$ cat src/rtl/cbrf_pkg.sv
// ----------------------------------------------------------------------------
// cbrf_pkg
// shared types, constants and helpers of the cubic bisection root finder
// ----------------------------------------------------------------------------
package cbrf_pkg;

    localparam int DATA_W        = 21;   // signed fixed point operand width
    localparam int TOL_W         = 20;   // unsigned tolerance width
    localparam int CNT_W         = 6;    // pass counter width
    localparam int FRAC_BITS_DEF = 16;
    localparam int MAX_ITER_DEF  = 32;

    typedef enum logic [1:0] {
        OUT_CONVERGED = 2'd0,
        OUT_NO_CHANGE = 2'd1,
        OUT_LIMIT     = 2'd2
    } outcome_t;

    // sequencer states
    typedef enum logic [2:0] {
        S_IDLE,
        S_EVAL_A,
        S_EVAL_B,
        S_EVAL_C,
        S_CHECK,
        S_DONE
    } seq_state_t;

    // evaluator phases
    typedef enum logic [1:0] {
        EP_IDLE,
        EP_SQUARE,
        EP_CUBE,
        EP_SUM
    } eval_phase_t;

    typedef struct packed {
        logic zero;
        logic neg;
    } sign_t;

    typedef struct packed {
        logic                     start;
        logic signed [DATA_W-1:0] x;
    } eval_req_t;

    typedef struct packed {
        logic  done;
        sign_t sgn;
    } eval_rsp_t;

    // true when the two signs are strictly opposite (product below zero)
    function automatic logic opposite(sign_t p, sign_t q);
        opposite = !p.zero && !q.zero && (p.neg != q.neg);
    endfunction

endpackage

$ cat src/rtl/cbrf_eval.sv
// ----------------------------------------------------------------------------
// cbrf_eval
// sign of x^3 + 12x - 12 on one shared multiplier, in the phases square, cube and sum
// ----------------------------------------------------------------------------
module cbrf_eval import cbrf_pkg::*; #(
    parameter int FRAC_BITS = FRAC_BITS_DEF
) (
    input  logic      clk,
    input  logic      rst_n,
    input  eval_req_t req,
    output eval_rsp_t rsp
);

    localparam int SQ_W   = 2 * DATA_W - FRAC_BITS;  // square after shift, signed
    localparam int PROD_W = SQ_W + DATA_W;
    localparam int ACC_W  = PROD_W + 1;
    localparam logic signed [ACC_W-1:0] OFFSET = ACC_W'(12 * (2 ** FRAC_BITS));

    eval_phase_t phase_reg, phase_next;

    logic signed [DATA_W-1:0] x_reg;
    logic signed [SQ_W-1:0]   sq_reg;
    logic signed [ACC_W-1:0]  cu_reg;

    logic signed [SQ_W-1:0]   op_a;
    logic signed [PROD_W-1:0] prod;
    logic signed [ACC_W-1:0]  x_ext;
    logic signed [ACC_W-1:0]  sum;

    // shared multiplier: x*x first, then square*x
    assign op_a  = (phase_reg == EP_SQUARE) ? SQ_W'(x_reg) : sq_reg;
    assign prod  = PROD_W'(op_a) * PROD_W'(x_reg);

    assign x_ext = ACC_W'(x_reg);
    assign sum   = cu_reg + (x_ext <<< 3) + (x_ext <<< 2) - OFFSET;

    always_comb
    begin
        phase_next    = phase_reg;
        rsp.done      = 1'b0;
        rsp.sgn.zero  = (sum == '0);
        rsp.sgn.neg   = sum[ACC_W-1];
        unique case (phase_reg)
            EP_IDLE:
            begin
                if (req.start)
                    phase_next = EP_SQUARE;
            end
            EP_SQUARE:  phase_next = EP_CUBE;
            EP_CUBE:    phase_next = EP_SUM;
            EP_SUM:
            begin
                rsp.done   = 1'b1;
                phase_next = req.start ? EP_SQUARE : EP_IDLE;
            end
            default:    phase_next = EP_IDLE;
        endcase
    end

    always_ff @(posedge clk or negedge rst_n)
    begin
        if (!rst_n)
            phase_reg <= EP_IDLE;
        else
            phase_reg <= phase_next;
    end

    always_ff @(posedge clk)
    begin
        if (req.start)
            x_reg <= req.x;
        if (phase_reg == EP_SQUARE)
            sq_reg <= SQ_W'(prod >>> FRAC_BITS);
        if (phase_reg == EP_CUBE)
            cu_reg <= ACC_W'(prod >>> FRAC_BITS);
    end

endmodule

$ cat config.mk
export PLATFORM = sky130hd
export DESIGN_NAME = cbrf_eval
export DESIGN_NICKNAME = d
export VERILOG_FILES = /design/src/rtl/cbrf_pkg.sv /design/src/rtl/cbrf_eval.sv
export SDC_FILE = /design/constraint.sdc
export NUM_CORES = 2
export LEC_CHECK = 0
export ABC_AREA = 0
export BUFFER_PORTS_ARGS = -buffer_cell sky130_fd_sc_hd__buf_2
export CAP_MARGIN = 20
export CORE_MARGIN = 2
export CORE_UTILIZATION = 30
export DETAILED_ROUTE_END_ITERATION = 10
export PLACE_DENSITY = 0.53
export RECOVER_POWER = 25
export SYNTH_ARGS = -nofsm -noshare
export SYNTH_HDL_FRONTEND = slang
export SYNTH_SLANG_ARGS = --single-unit
$ cat constraint.sdc
create_clock -name clk -period 11.1 [get_ports clk]
set_input_delay 1.11 -clock clk [delete_from_list [all_inputs] [get_ports clk]]
set_output_delay 1.11 -clock clk [all_outputs]
set_load 0.005 [all_outputs]
* After elaboration in Yosys (flattened, before gate mapping)
Cells that the tools add are included.
** Storage, ports and cells
- Bits in registers :: 80
- Bits in latches :: 0
- RAM bits :: 0
- ROM bits :: 0
- Output and inout port bits :: 3
- Word-level logic and storage cells :: 19
- Memories :: 0
** Cells by class
- Add/subtract/negate cells :: 3
- $mul :: 1
- Div/mod/pow operators :: 0
- Order comparisons :: 0
- Eq/ne operators :: 4
- Shift-type cells :: 0
- Multiplexer cells :: 5
- Bitwise logic cells :: 0
- Reductions and logical operators :: 2
** Operator list (number)
- $logic_not 48->1 :: 1
- $mul 26x21->47 :: 1
- $sub 33x21->34 const B :: 1
- $add 32x23->33 :: 1
- $add 31x24->32 :: 1
- $mux 26 :: 1
- $pmux 2 s4 :: 1
- $eq 2x2->1 const B :: 2
- $eq 2x1->1 const B :: 1
- $logic_not 2->1 :: 1
- $mux 1 :: 2
- $mux 2 :: 1
- $ne 2x2->1 const B :: 1

* Logic depth before layout (Yosys ltp)
- Word-level depth :: 4
- Gate-level depth with buffers :: 33

* Worst setup path after synthesis
No wires, ideal clock.
- Path kind :: reg2reg
- Start :: reg phase_reg[1]
- End :: reg cu_reg[24] (data pin)
- Setup time :: 0.264 ns
- Arrival :: 8.758 ns
- Path slack :: 2.078 ns
- Stages on the path, launching flop included :: 31
- Buffers on the path :: 6
- Period minus slack after synthesis :: 9.022 ns
- Cells stage by stage :: dfrtp_1 > inv_1 > ha_1 > buf_1 > buf_1 > clkbuf_1 > buf_1 > clkbuf_1 > o21a_1 > fa_1 > inv_1 > fa_1 > fa_1 > inv_1 > fa_1 > fa_1 > fa_1 > inv_1 > fa_1 > inv_1 > ha_1 > clkbuf_1 > nand3_1 > nor4_1 > nand2b_1 > a21o_1 > a21oi_1 > a31oi_1 > o21ai_1 > a41oi_1 > xnor2_1
** Between the ends
- Cells in the longest elaborated chain, start to end :: 3
** RTL lines
- start, declared :: line cbrf_eval.sv:19 : eval_phase_t phase_reg, phase_next;
- start signal, assigned :: line cbrf_eval.sv:65 : phase_reg <= phase_next;
- $eq 2x1->1 :: line cbrf_eval.sv:31 : assign op_a = (phase_reg == EP_SQUARE) ? SQ_W'(x_reg) : sq_reg;
- $mux 26 :: line cbrf_eval.sv:31
- $mul 26x21->47 :: line cbrf_eval.sv:32 : assign prod = PROD_W'(op_a) * PROD_W'(x_reg);
- named net prod[40] :: line cbrf_eval.sv:26 : logic signed [PROD_W-1:0] prod;
- end signal, assigned :: line cbrf_eval.sv:75 : cu_reg <= ACC_W'(prod >>> FRAC_BITS);
- end, declared :: line cbrf_eval.sv:23 : logic signed [ACC_W-1:0] cu_reg;
The timed path passes the listed nets, and every way through them passes these cells.
A chain may end at the register's enable or synchronous reset.

* Worst setup path in the final report
- Start :: reg phase_reg[1]
- End :: reg sq_reg[21] (data pin)
** Between the ends
- Cells in the longest elaborated chain, start to end :: 3
** RTL lines
- $eq 2x1->1 :: line cbrf_eval.sv:31
- $mux 26 :: line cbrf_eval.sv:31
- $mul 26x21->47 :: line cbrf_eval.sv:32
- named net prod[37] :: line cbrf_eval.sv:26
- end signal, assigned :: line cbrf_eval.sv:73 : sq_reg <= SQ_W'(prod >>> FRAC_BITS);
- end, declared :: line cbrf_eval.sv:22 : logic signed [SQ_W-1:0] sq_reg;
The timed path passes the listed nets, and every way through them passes these cells.

==> results.md <==
- Critical Path RT: 11.31 ns
- FF-to-FF setup slack: 2.17 ns
- Clock slew at reported path FFs: 0.07 ns
- CP Launch Point: phase_reg[1]
- TritonCTS buffer count: 9
- Vias: 17000
- Final Worst Setup Slack: 2.17 ns
- Synth Area in Adders: 55.8%
- R2r endpoint: sq_reg[21]
- Post_cts resized: 0
- Initial DRC Count: 966
- YS warnings: 0
- Avg Inst Size Synth: 9.43 um^2
- Number of routed nets with antenna violations: 0
- GRT Total Usage: 15.8%
- Detailed placement HPWL: 53.4 mm
- Synth Register Bits: 80
- Width of the chip: 292 um
- Yosys cell types: 68
- Worst setup EP type: register
- RSZ-0062 raised after global routing: no
- Synth Area in Compound Gates: 5.66%
- First drt pass iteration count: 5
- Flip-flop count of the largest register after layout: 31
- CP top delay family: adder cells
- Fin nets: 3375
- Grt met3 use: 1.58%
- Fin crit share: 80.4%
- Antenna violations before repair: 2
- Max Cap Viol: 1
- Top-count cell post-synth: inv_1
- Slew margin rel.: -28.6%
- Maximum clock rate: 112 MHz
- Endpoints failing setup: 0
- DRC Markers: 0
- Inst Count DP: 3648
- Proportion of synthesized area in mux cells: 1.23%
- Crit Reg-Reg Startpoint: phase_reg[1]
- WL final: 64.7 mm
- Initial core utilization: 30.3%
- Worst path buffer plus inverter count: 6
- Syn-to-layout area delta: 6.47%
- Vias in the first global route: 18300
- Violated checks: capacitance limit, slew limit
- Synth top area share: 46.3%
- # IOs: 27
- Top post-synthesis cells by count: inv_1 (687), fa_1 (574), nand2_1 (342)
- Slowest stage delay, CP: 0.70 ns
- Dominant synthesized flop cell: edfxtp_1
- CP startpoint kind: register
- Share of cells above drive strength 1: 4.32%
- Non-filler cells in the finished layout: 3666
- Post-Syn Nets: 3417
- H-tree Lvls: 3
- Slew Limit Fails: 32
- Hold Path Class: primary input to async pin
- Post-CTS Setup Bufs: 0
- CP Max Fanout: 80
- Crit path top cell by count: fa_1
- Vias/cell: 4.63
- Layout fillers: 8649
- Largest family of logic cells by synthesized area: adder cells
- GP Congestion: 0.862
- Post-Synthesis Cell Area: 24800 um^2
- Clock latency on the worst-skew pair: 0.37 ns
- Final global-route overflow total: 0
- Worst Reg-to-Reg Cells: 26
- Top post-synthesis cells by area: fa_1 (46%), inv_1 (10%), ha_1 (9.5%)
- Fin. Hold Viols: 0
- M1 GR Usage: 21.2%
- Skew final: 0.0149 ns
- WS Path Type: register to register
- Cell taking the most area after synthesis: fa_1
- CTS Hold Buffers Added: 0
- Port bufs: 26
- Tmin final: 8.93 ns
- Final setup TNS: 0 ns
- Clk sinks: 80
- XOR/XNOR share of the synthesized area: 1.84%
- Die height: 292 um
- Pin count of the biggest net entering global routing: 81
- Hold_ws: 0.510 ns
- Synth Area in Simple Gates: 13.7%
- Core Area: 82000 um^2
- GRT busiest layer: met2
- CTS tree: yes
- Worst-Margin Slew: 1.93 ns
- Met2 global-route usage: 27.7%
- Average wire per standard cell: 17.6 um
- Clock Root Buffer: clkbuf_16
- FP Rows: 105
- Seq/Total Area, Yosys: 9.64%
- First-pass GRT wire length: 104 mm
- Die area: 85000 um^2
- Pre-CTS setup slack: 2.17 ns
- Slowest-stage cell, CP: buf_4
- Clock Path Buffers: 2
- EDFF count, synth: 78
- Post-Syn Instances: 2631
- Post-synth ARST share: 2.50%
- CP arrival: 9.14 ns
- Outcome: finished with violations
## stage by stage
stage / util [%] / area, um^2
floorplan: - / 24800
global placement: 31.9 / 26100
detailed placement: 31.9 / 26100
CTS: 32.2 / 26400
global route: 32.2 / 26400
finish: 32.2 / 26400
## cell type report
class | instances | area [um^2] | area share (%)
Antenna cell | 2 | 5.00 | 0.0189
Clock buffer | 9 | 225 | 0.853
Clock inverter | 7 | 78.8 | 0.298
Inverter | 689 | 2590 | 9.79
Multi-Input combinational cell | 1749 | 19400 | 73.5
Sequential cell | 80 | 2390 | 9.06
Tap cell | 1070 | 1340 | 5.07
Timing Repair Buffer | 60 | 378 | 1.43
## how the worst max path moves through the flow
stage	slack (ns)	end	cells past startpoint
floorplan	2.08	cu_reg[24]	30
global placement	2.21	cu_reg[21]	26
detailed placement	2.17	sq_reg[21]	26
CTS	2.13	cu_reg[21]	26
global route	1.68	sq_reg[24]	25
finish	2.17	sq_reg[21]	26
## worst register-to-register path, delay by kind of cell (launching register included)
kind / cells / cell delay (ns)
AO/OA/AOI/OAI: 7 / 1.85
adder cells (fa/ha/maj): 9 / 3.97
AND/OR/NAND/NOR: 3 / 0.81
buffers and inverters: 6 / 1.07
multiplexers: 1 / 0.68
flip-flops: 1 / 0.41
## cells in the final DEF, fill, tap and decap left out, drive strengths merged, types with 7 or more instances in the layout
cell type  netlist  final
nor2            65     65
a21oi           55     55
o21ai           42     42
o21a            17     17
inv            689    691
nor3b            7      7
buf              8     56
or3              7      7
and2           186    186
edfxtp          78     78
xor2            17     17
ha             188    188
clkbuf         105     13
nand2          342    342
nor4             9      9
a21o            25     25
mux2            20     20
fa             574    574
nand3           17     17
and3            11     11
mux2i            8      8
xnor2           35     35
nand2b          12     12
nand4           11     11
o21bai           8      8
a31oi            8      8
nor3            14     14
## routing by layer
layer / vias to the layer above / routed length (um)
met5: - / 0
met4: 0 / 1180
met3: 60 / 2370
met2: 341 / 32700
met1: 8850 / 28400
li1: 7740 / -
## cell families (layout without fill, tap and decap cells)
| logic type | Yosys count | in the layout |
|---|---|---|
| buffers and inverters | 802 | 765 |
| adder cells (fa/ha/maj) | 762 | 762 |
| AND/OR/NAND/NOR | 701 | 701 |
| AO/OA/AOI/OAI | 206 | 206 |
| flip-flops | 80 | 80 |
| XOR/XNOR | 52 | 52 |
| multiplexers | 28 | 28 |
| other | 0 | 2 |
Power is left out: the tool's default activity adds up to more than one toggle a clock period on the data nets, which glitch-free logic cannot reach.
